==> config.mk <==
export PLATFORM = sky130hd
export DESIGN_NAME = selective_repeat_receiver
export DESIGN_NICKNAME = d
export VERILOG_FILES = /design/src/rtl/srr_pkg.sv /design/src/rtl/srr_ctrl.sv /design/src/rtl/srr_datapath.sv /design/src/rtl/selective_repeat_receiver.sv
export SDC_FILE = /design/constraint.sdc
export NUM_CORES = 2
export LEC_CHECK = 0
export BUFFER_PORTS_ARGS = -buffer_cell sky130_fd_sc_hd__buf_4
export CELL_PAD_IN_SITES_DETAIL_PLACEMENT = 0
export CELL_PAD_IN_SITES_GLOBAL_PLACEMENT = 1
export CORE_ASPECT_RATIO = 1.2
export CORE_MARGIN = 1
export CORE_UTILIZATION = 47
export DETAILED_ROUTE_END_ITERATION = 6
export HOLD_SLACK_MARGIN = 0.08
export PLACE_DENSITY = 0.76
export SETUP_SLACK_MARGIN = 0.05
export SLEW_MARGIN = 20
export SYNTH_ARGS = -nofsm -noshare
export SYNTH_HDL_FRONTEND = slang
export SYNTH_SLANG_ARGS = --single-unit
==> constraint.sdc <==
create_clock -name clk -period 21.4 [get_ports clk]
set_clock_uncertainty 0.1 [all_clocks]
set_input_delay 2.14 -clock clk [delete_from_list [all_inputs] [get_ports clk]]
set_output_delay 2.14 -clock clk [all_outputs]
set_load 0.02 [all_outputs]
==> src/rtl/srr_pkg.sv <==
// Shared constants, types and helper functions for the selective repeat receiver.
package srr_pkg;

  localparam int WINDOW_SIZE = 6;
  localparam int SEQ_SPACE = 12;
  localparam int NWORDS = 5;
  localparam int WORD_W = 32;
  localparam int ROW_W = NWORDS * WORD_W;
  localparam int ZERO_BYTES_SUM = 960;

  localparam int SEQ_W = $clog2(SEQ_SPACE);
  localparam int SLOT_W = (WINDOW_SIZE > 1) ? $clog2(WINDOW_SIZE) : 1;
  localparam int WIN_LAST = (WINDOW_SIZE - 1) % SEQ_SPACE;

  localparam int IN_SEQ_W = 21;
  localparam int CHK_W = 32;
  localparam int ACK_NUM_W = 4;
  localparam int ACK_CHK_W = 10;
  localparam int WSUM_W = 10;
  localparam int TOTAL_W = 23;

  localparam logic KIND_DELIVER = 1'b0;
  localparam logic KIND_ACK = 1'b1;

  typedef struct packed {
    logic load_in;
    logic sum;
    logic classify;
    logic read;
    logic emit_data;
    logic emit_ack;
  } srr_cmd_t;

  typedef struct packed {
    logic store_new;
    logic at_base;
    logic base_filled;
    logic out_free;
  } srr_status_t;

  // Slot of a sequence number inside the receive window buffer.
  function automatic logic [SLOT_W-1:0] slot_of(input logic [SEQ_W-1:0] s);
    logic [SLOT_W-1:0] r;
    r = '0;
    for (int i = 0; i < SEQ_SPACE; i++) begin
      if (s == SEQ_W'(i)) begin
        r = SLOT_W'(i % WINDOW_SIZE);
      end
    end
    return r;
  endfunction

  // Sum of the four bytes of a word, each byte read as a signed value.
  function automatic logic signed [WSUM_W-1:0] word_byte_sum(input logic [WORD_W-1:0] w);
    logic signed [WSUM_W-1:0] s;
    s = '0;
    for (int k = 0; k < 4; k++) begin
      s = s + WSUM_W'($signed(w[8*k +: 8]));
    end
    return s;
  endfunction

endpackage

==> src/rtl/srr_ctrl.sv <==
// Controller state machine that sequences checking, buffering, delivery and ACK.
module srr_ctrl
  import srr_pkg::*;
(
  input  logic        clk,
  input  logic        rst_n,
  input  logic        in_valid,
  output logic        in_stall,
  input  srr_status_t status,
  output srr_cmd_t    cmd
);

  typedef enum logic [2:0] {
    S_IDLE,
    S_SUM,
    S_CLASSIFY,
    S_PROBE,
    S_EMIT_D,
    S_ACK
  } state_t;

  state_t state_r, state_nxt;

  assign in_stall = (state_r != S_IDLE);

  always_comb begin
    state_nxt = state_r;
    cmd = '0;
    case (state_r)
      S_IDLE: begin
        if (in_valid) begin
          cmd.load_in = 1'b1;
          state_nxt = S_SUM;
        end
      end
      S_SUM: begin
        cmd.sum = 1'b1;
        state_nxt = S_CLASSIFY;
      end
      S_CLASSIFY: begin
        cmd.classify = 1'b1;
        state_nxt = (status.store_new && status.at_base) ? S_PROBE : S_ACK;
      end
      S_PROBE: begin
        if (status.base_filled) begin
          cmd.read = 1'b1;
          state_nxt = S_EMIT_D;
        end else begin
          state_nxt = S_ACK;
        end
      end
      S_EMIT_D: begin
        if (status.out_free) begin
          cmd.emit_data = 1'b1;
          state_nxt = S_PROBE;
        end
      end
      S_ACK: begin
        if (status.out_free) begin
          cmd.emit_ack = 1'b1;
          state_nxt = S_IDLE;
        end
      end
      default: begin
        state_nxt = S_IDLE;
      end
    endcase
  end

  always_ff @(posedge clk) begin
    if (!rst_n) begin
      state_r <= S_IDLE;
    end else begin
      state_r <= state_nxt;
    end
  end

endmodule

==> src/rtl/srr_datapath.sv <==
// Datapath with checksum, window state, payload buffer and output register.
module srr_datapath
  import srr_pkg::*;
(
  input  logic                         clk,
  input  logic                         rst_n,
  input  srr_cmd_t                     cmd,
  output srr_status_t                  status,
  input  logic signed [IN_SEQ_W-1:0]   in_seq_number,
  input  logic signed [IN_SEQ_W-1:0]   in_ack_field,
  input  logic signed [CHK_W-1:0]      in_packet_checksum,
  input  logic [WORD_W-1:0]            in_payload_word0,
  input  logic [WORD_W-1:0]            in_payload_word1,
  input  logic [WORD_W-1:0]            in_payload_word2,
  input  logic [WORD_W-1:0]            in_payload_word3,
  input  logic [WORD_W-1:0]            in_payload_word4,
  output logic                         out_valid,
  input  logic                         out_stall,
  output logic                         out_result_kind,
  output logic [WORD_W-1:0]            out_deliver_word0,
  output logic [WORD_W-1:0]            out_deliver_word1,
  output logic [WORD_W-1:0]            out_deliver_word2,
  output logic [WORD_W-1:0]            out_deliver_word3,
  output logic [WORD_W-1:0]            out_deliver_word4,
  output logic [ACK_NUM_W-1:0]         out_ack_number,
  output logic                         out_ack_seq_bit,
  output logic [ACK_CHK_W-1:0]         out_ack_checksum,
  output logic                         out_last_result
);

  logic signed [IN_SEQ_W-1:0] seq_r;
  logic signed [IN_SEQ_W-1:0] ackf_r;
  logic signed [CHK_W-1:0]    chk_r;
  logic [ROW_W-1:0]           row_in_r;
  logic signed [WSUM_W-1:0]   wsum_r [NWORDS];

  logic [ROW_W-1:0]           store_mem [WINDOW_SIZE];
  logic [ROW_W-1:0]           rd_row_r;
  logic [WINDOW_SIZE-1:0]     filled_r;
  logic [SEQ_W-1:0]           base_r;
  logic [SEQ_W-1:0]           last_ack_r;
  logic                       last_ack_valid_r;
  logic                       toggle_r;
  logic [SEQ_W-1:0]           ack_num_r;

  logic                       out_valid_r;
  logic                       kind_r;
  logic [ROW_W-1:0]           out_row_r;
  logic [ACK_NUM_W-1:0]       out_ack_r;
  logic                       out_bit_r;
  logic [ACK_CHK_W-1:0]       out_chk_r;
  logic                       out_last_r;

  logic signed [TOTAL_W-1:0]  total;
  logic                       sum_ok;
  logic                       seq_in_range;
  logic [SEQ_W-1:0]           seq4;
  logic [SEQ_W:0]             offset;
  logic                       in_win;
  logic [SEQ_W-1:0]           base_minus1;
  logic                       below;
  logic [SEQ_W-1:0]           repeat_ack;
  logic [SLOT_W-1:0]          seq_slot;
  logic [SLOT_W-1:0]          base_slot;
  logic                       out_free;

  always_comb begin
    total = TOTAL_W'(seq_r) + TOTAL_W'(ackf_r);
    for (int j = 0; j < NWORDS; j++) begin
      total = total + TOTAL_W'(wsum_r[j]);
    end
  end

  assign sum_ok = (CHK_W'(total) == chk_r);
  assign seq_in_range = (seq_r >= 0) && (seq_r < IN_SEQ_W'(SEQ_SPACE));
  assign seq4 = seq_r[SEQ_W-1:0];
  assign offset = (seq4 >= base_r) ? ({1'b0, seq4} - {1'b0, base_r})
                                   : ({1'b0, seq4} + (SEQ_W+1)'(SEQ_SPACE) - {1'b0, base_r});
  assign in_win = seq_in_range && (offset != (SEQ_W+1)'(SEQ_SPACE - 1))
                  && (offset <= (SEQ_W+1)'(WIN_LAST));
  assign base_minus1 = (base_r == '0) ? SEQ_W'(SEQ_SPACE - 1) : base_r - SEQ_W'(1);
  assign below = seq_in_range && (seq4 == base_minus1);
  assign repeat_ack = last_ack_valid_r ? last_ack_r : base_minus1;
  assign seq_slot = slot_of(seq4);
  assign base_slot = slot_of(base_r);
  assign out_free = !out_valid_r || !out_stall;

  assign status.store_new = sum_ok && in_win && !filled_r[seq_slot];
  assign status.at_base = (seq4 == base_r);
  assign status.base_filled = filled_r[base_slot];
  assign status.out_free = out_free;

  // Input capture and checksum partial sums.
  always_ff @(posedge clk) begin
    if (cmd.load_in) begin
      seq_r <= in_seq_number;
      ackf_r <= in_ack_field;
      chk_r <= in_packet_checksum;
      row_in_r <= {in_payload_word4, in_payload_word3, in_payload_word2,
                   in_payload_word1, in_payload_word0};
    end
    if (cmd.sum) begin
      for (int j = 0; j < NWORDS; j++) begin
        wsum_r[j] <= word_byte_sum(row_in_r[j*WORD_W +: WORD_W]);
      end
    end
  end

  // Payload buffer, one row per window slot.
  always_ff @(posedge clk) begin
    if (cmd.classify && status.store_new) begin
      store_mem[seq_slot] <= row_in_r;
    end
    if (cmd.read) begin
      rd_row_r <= store_mem[base_slot];
    end
  end

  // Window state and the acknowledged number.
  always_ff @(posedge clk) begin
    if (!rst_n) begin
      filled_r <= '0;
      base_r <= '0;
      last_ack_r <= '0;
      last_ack_valid_r <= 1'b0;
      toggle_r <= 1'b1;
    end else begin
      if (cmd.classify) begin
        if (sum_ok && (in_win || below)) begin
          last_ack_r <= seq4;
          last_ack_valid_r <= 1'b1;
        end
        if (status.store_new) begin
          filled_r[seq_slot] <= 1'b1;
        end
      end
      if (cmd.read) begin
        filled_r[base_slot] <= 1'b0;
        base_r <= (base_r == SEQ_W'(SEQ_SPACE - 1)) ? '0 : base_r + SEQ_W'(1);
      end
      if (cmd.emit_ack) begin
        toggle_r <= !toggle_r;
      end
    end
  end

  always_ff @(posedge clk) begin
    if (cmd.classify) begin
      ack_num_r <= (sum_ok && (in_win || below)) ? seq4 : repeat_ack;
    end
  end

  // Output register.
  always_ff @(posedge clk) begin
    if (!rst_n) begin
      out_valid_r <= 1'b0;
    end else if (cmd.emit_data || cmd.emit_ack) begin
      out_valid_r <= 1'b1;
    end else if (!out_stall) begin
      out_valid_r <= 1'b0;
    end
  end

  always_ff @(posedge clk) begin
    if (cmd.emit_data) begin
      kind_r <= KIND_DELIVER;
      out_row_r <= rd_row_r;
      out_ack_r <= '0;
      out_bit_r <= 1'b0;
      out_chk_r <= '0;
      out_last_r <= 1'b0;
    end else if (cmd.emit_ack) begin
      kind_r <= KIND_ACK;
      out_row_r <= '0;
      out_ack_r <= ACK_NUM_W'(ack_num_r);
      out_bit_r <= toggle_r;
      out_chk_r <= ACK_CHK_W'(toggle_r) + ACK_CHK_W'(ack_num_r) + ACK_CHK_W'(ZERO_BYTES_SUM);
      out_last_r <= 1'b1;
    end
  end

  assign out_valid = out_valid_r;
  assign out_result_kind = kind_r;
  assign out_deliver_word0 = out_row_r[0*WORD_W +: WORD_W];
  assign out_deliver_word1 = out_row_r[1*WORD_W +: WORD_W];
  assign out_deliver_word2 = out_row_r[2*WORD_W +: WORD_W];
  assign out_deliver_word3 = out_row_r[3*WORD_W +: WORD_W];
  assign out_deliver_word4 = out_row_r[4*WORD_W +: WORD_W];
  assign out_ack_number = out_ack_r;
  assign out_ack_seq_bit = out_bit_r;
  assign out_ack_checksum = out_chk_r;
  assign out_last_result = out_last_r;

endmodule

==> src/rtl/selective_repeat_receiver.sv <==
// Top level of the selective repeat receiver: controller plus datapath.
//
//   Channel   Direction  Handshake          Word
//   in_       input      in_valid/in_stall  one data packet
//   out_      output     out_valid/out_stall one delivery or the closing ACK
//
// A packet is accepted only while the controller is idle and then passes the sum,
// classify and ACK steps; a new packet at the base adds probe and delivery steps.
// Each result waits in the output register until the receiver takes it.
// A full output register under stall holds the delivery and ACK steps.
// Reset clears the window state and the output valid; the buffer is not cleared.
module selective_repeat_receiver
  import srr_pkg::*;
(
  input  logic                         clk,
  input  logic                         rst_n,
  input  logic                         in_valid,
  output logic                         in_stall,
  input  logic signed [IN_SEQ_W-1:0]   in_seq_number,
  input  logic signed [IN_SEQ_W-1:0]   in_ack_field,
  input  logic signed [CHK_W-1:0]      in_packet_checksum,
  input  logic [WORD_W-1:0]            in_payload_word0,
  input  logic [WORD_W-1:0]            in_payload_word1,
  input  logic [WORD_W-1:0]            in_payload_word2,
  input  logic [WORD_W-1:0]            in_payload_word3,
  input  logic [WORD_W-1:0]            in_payload_word4,
  output logic                         out_valid,
  input  logic                         out_stall,
  output logic                         out_result_kind,
  output logic [WORD_W-1:0]            out_deliver_word0,
  output logic [WORD_W-1:0]            out_deliver_word1,
  output logic [WORD_W-1:0]            out_deliver_word2,
  output logic [WORD_W-1:0]            out_deliver_word3,
  output logic [WORD_W-1:0]            out_deliver_word4,
  output logic [ACK_NUM_W-1:0]         out_ack_number,
  output logic                         out_ack_seq_bit,
  output logic [ACK_CHK_W-1:0]         out_ack_checksum,
  output logic                         out_last_result
);

  srr_cmd_t    cmd;
  srr_status_t status;

  srr_ctrl u_ctrl (
    .clk      (clk),
    .rst_n    (rst_n),
    .in_valid (in_valid),
    .in_stall (in_stall),
    .status   (status),
    .cmd      (cmd)
  );

  srr_datapath u_datapath (
    .clk                (clk),
    .rst_n              (rst_n),
    .cmd                (cmd),
    .status             (status),
    .in_seq_number      (in_seq_number),
    .in_ack_field       (in_ack_field),
    .in_packet_checksum (in_packet_checksum),
    .in_payload_word0   (in_payload_word0),
    .in_payload_word1   (in_payload_word1),
    .in_payload_word2   (in_payload_word2),
    .in_payload_word3   (in_payload_word3),
    .in_payload_word4   (in_payload_word4),
    .out_valid          (out_valid),
    .out_stall          (out_stall),
    .out_result_kind    (out_result_kind),
    .out_deliver_word0  (out_deliver_word0),
    .out_deliver_word1  (out_deliver_word1),
    .out_deliver_word2  (out_deliver_word2),
    .out_deliver_word3  (out_deliver_word3),
    .out_deliver_word4  (out_deliver_word4),
    .out_ack_number     (out_ack_number),
    .out_ack_seq_bit    (out_ack_seq_bit),
    .out_ack_checksum   (out_ack_checksum),
    .out_last_result    (out_last_result)
  );

endmodule
==> key figures <==
Yosys
  – Distinct cells, synth: 70
  – Syn Area/Cell: 18.5 µm²
  – Largest family of logic cells by synthesized area: adder cells
  – Netlist Area Pre-Place: 63200 µm²
  – Post-synthesis simple-gate area fraction: 0.0338
  – Main synth FF type: edfxtp_1
  – Register area share after synthesis: 0.755
  – Seq cells post-synth: between 1500 and 2000
  – Multiplexer area fraction after synthesis: 0.0287
  – Top cell type's share of synthesized area: 0.745
  – Post-synth EDFFs: 1568
  – Xor/xnor share of the synthesized area: 0.0127
  – Post-Synth Adder-Cell Area: 0.0745
  – Post-synth top area cell: edfxtp_1
  – Compound-cell area share of the yosys netlist: 0.0739
  – Asr flop ratio synth: 0
  – Area contributors post-synth: edfxtp_1 (75%), fa_1 (5.8%), a222oi_1 (5.1%)
  – Post-Syn Nets: about 3900
  – Ys Warns: 0
  – Cell count after synthesis: between 3000 and 4000

Global routing
  – First-pass GRT wire length: 220000 µm
  – Grt ovf: 0
  – Global Route Usage Sum: 0.222
  – Vias in the first global route: between 30000 and 40000
  – Initial antenna violation count: 3
  – Largest net degree at the start of global routing: 194

Critical path
  – Crit-path max FO: 54
  – Setup CP Type: reg2reg
  – Startpoint Class: flop
  – R2R Path End: u_datapath.store_mem[5][38]$_DFFE_PP_
  – FF-to-FF Start: u_datapath.wsum_r[0][19]$_DFFE_PP_
  – Worst Setup SP: u_datapath.wsum_r[0][19]$_DFFE_PP_
  – Critical path endpoint category: flop
  – R2R setup slack: 12.22 ns
  – Reg2Reg Depth: 17
  – Critical Path RT: around 22 ns
  – Worst EP arrival: 9.50 ns
  – Critical path endpoint: u_datapath.store_mem[5][38]$_DFFE_PP_

Cells and area
  – Fillers: 10385
  – Area Overhead vs Synth: 15.8%
  – Fin nets: 4368
  – Area occupied by multi-input gates: approximately 14000 µm²
  – Fin area: 73200 µm²
  – Seq. cell area: 47700 µm²
  – Commonest non-fill, non-tap cell in the layout: edfxtp_1
  – Most frequent cells in the layout: edfxtp_1 (1568), buf_4 (447), a222oi_1 (320)
  – Layout cells sized above 1: 0.172

STA
  – Slew Limit Headroom: 0.254
  – Hold Fails Final Rpt: 0
  – Final min period: 9.18 ns
  – Final setup TNS: 0 ns
  – FMAX: approximately 110 MHz
  – Period utilization: 0.429
  – Final setup violation count: 0
  – Least-Margin Pin Slew: between 1 and 1.5 ns
  – RSZ-0062 raised after global routing: false
  – Final Max Tran Viols: 0

Clock network
  – Setup Fix Bufs, Post-CTS: 0
  – Clk sinks: 1599
  – Root Buffer: clkbuf_16
  – Clock slew at reported path FFs: 0.06 ns
  – Hold-fix buffers, CTS: 0
  – CTS tree: built
  – CTS Buf Count: 155
  – H-tree Lvls: 4
  – CTS Buffer Depth: 3
  – Clk Latency, worst-skew pair: 0.80 ns
  – PostCTS Resize Cnt: 0

Floorplan
  – Starting density of the core: 0.473
  – Site row count: 147
  – Die H: about 400 µm
  – Core area: 134000 µm²
  – Top Ports: around 420
  – Die extent in x: 337 µm
  – Die Footprint: between 100000 and 150000 µm²

Job
  – Max-cap violation count: 0

Hold path
  – Worst hold path class: reg2reg

Detailed routing
  – Routed vias: 33365
  – Drt wl/cell: ~26 µm
  – ANT nets after route: 0
  – DR vias/cell: 5.78
  – Drt drc: 65
  – Final wirelength: about 150000 µm
  – DR iter-0 viols: 4249
  – Drt pass-1 iters: 7

Place
  – Hpwl dp: 93600 µm
  – Number of buffers added on ports: 415
  – GP Congestion: 0.936
  – Area post-placement: between 60000 and 70000 µm²

Outcome
  – Failing checks: design-rule violations
  – Status: finished with violations
sequential cells by signal (all words and copies together), names as in the netlist:
| signal | cells |
|---|---|
| u_datapath.out_valid | 1 |
| u_datapath.ackf_r | 21 |
| u_datapath.rd_row_r | 160 |
| u_datapath.filled_r | 6 |
| u_datapath.seq_r | 21 |
| u_datapath.row_in_r | 160 |
| u_datapath.base_r | 4 |
| u_datapath.out_ack_seq_bit | 1 |
| u_datapath.last_ack_valid_r | 1 |
| u_datapath.out_row_r | 160 |
| u_datapath.last_ack_r | 4 |
| u_datapath.store_mem | 960 |
| u_datapath.wsum_r | 50 |
| u_datapath.out_ack_checksum | 6 |
| u_ctrl.state_r | 3 |
| u_datapath.ack_num_r | 4 |
| u_datapath.toggle_r | 1 |
| u_datapath.chk_r | 32 |
| u_datapath.out_ack_number | 4 |
layer usage:
layer | global-route usage | wire, µm | vias to the layer above
met3 | 0.0381 | 10900 | 196
met1 | 0.305 | 61600 | 17147
li1 | - | - | 14600
met5 | 0 | 13 | -
met4 | 0.0652 | 3540 | 2
met2 | 0.364 | 75200 | 1420
final cells by class:
type | instances | share of cell area
antenna | 2 | 0.0000684
inverter | 174 | 0.00913
multi-input combinational | 1479 | 0.194
sequential | 1599 | 0.652
clock buffer | 200 | 0.0558
timing repair buffer | 454 | 0.0477
tap | 1788 | 0.0306
clock inverter | 80 | 0.0104
worst max-delay path: stages, from the launching register on:
cell,delay (ns)
edfxtp_1,0.41
fa_1,0.57
inv_1,0.50
fa_1,0.58
fa_1,0.52
inv_1,0.06
fa_1,0.46
ha_1,0.50
inv_1,0.12
or4_1,0.59
o211ai_1,0.27
mux2_2,0.40
a2111oi_0,0.32
nor4b_1,0.54
nand3_1,0.51
nor2_4,0.80
buf_4,0.79
buf_4,0.64
kinds of logic after synthesis:
| logic type | Yosys count |
|---|---|
| fa+ha+maj | 267 |
| mux | 181 |
| xor+xnor | 89 |
| buf+inv | 345 |
| compound gates | 546 |
| other cells | 1 |
| simple gates | 395 |
| flops | 1599 |
Yosys cell counts, types with 14 or more instances:
master and count:
a21o_1 14, a21oi_1 65, a222oi_1 320, and2_1 164
clkbuf_1 155, dfxtp_1 31, edfxtp_1 1568, fa_1 182
ha_1 85, inv_1 173, mux2i_1 179, nand2_1 74
nand3_1 23, nand4_1 16, nor2_1 54, nor4_1 14
o211ai_1 15, o21ai_0 49, xnor2_1 60, xor2_1 27
worst min-delay path by stage:
stage	slack [ns]	cells past startpoint	startpoint	to
after floorplan	0.34	2	u_datapath.last_ack_r[0]$_SDFFE_PN0P_	u_datapath.last_ack_r[0]$_SDFFE_PN0P_
after global placement	0.33	2	u_datapath.out_ack_checksum[0]$_SDFFE_PP0P_	u_datapath.out_ack_checksum[0]$_SDFFE_PP0P_
after detailed placement	0.33	2	u_datapath.out_ack_checksum[0]$_SDFFE_PP0P_	u_datapath.out_ack_checksum[0]$_SDFFE_PP0P_
after CTS	0.34	2	u_datapath.out_ack_checksum[0]$_SDFFE_PP0P_	u_datapath.out_ack_checksum[0]$_SDFFE_PP0P_
after global routing	0.37	2	u_datapath.out_ack_checksum[0]$_SDFFE_PP0P_	u_datapath.out_ack_checksum[0]$_SDFFE_PP0P_
final	0.34	2	u_datapath.out_ack_checksum[0]$_SDFFE_PP0P_	u_datapath.out_ack_checksum[0]$_SDFFE_PP0P_
per-stage QoR:
stage               worst slack (ns)  utilization  hold WS [ns]  instances
floorplan                     -0.197            -         0.337       3423
finish                         12.22        0.548         0.340       5776
CTS                            12.17        0.548         0.343       5774
global route                   11.72        0.548         0.370       5774
global placement               12.41        0.511         0.331       5493
detailed placement             12.23        0.512         0.335       5494
Power is left out: the tool's default activity adds up to more than one toggle a clock period on the data nets, which glitch-free logic cannot reach.
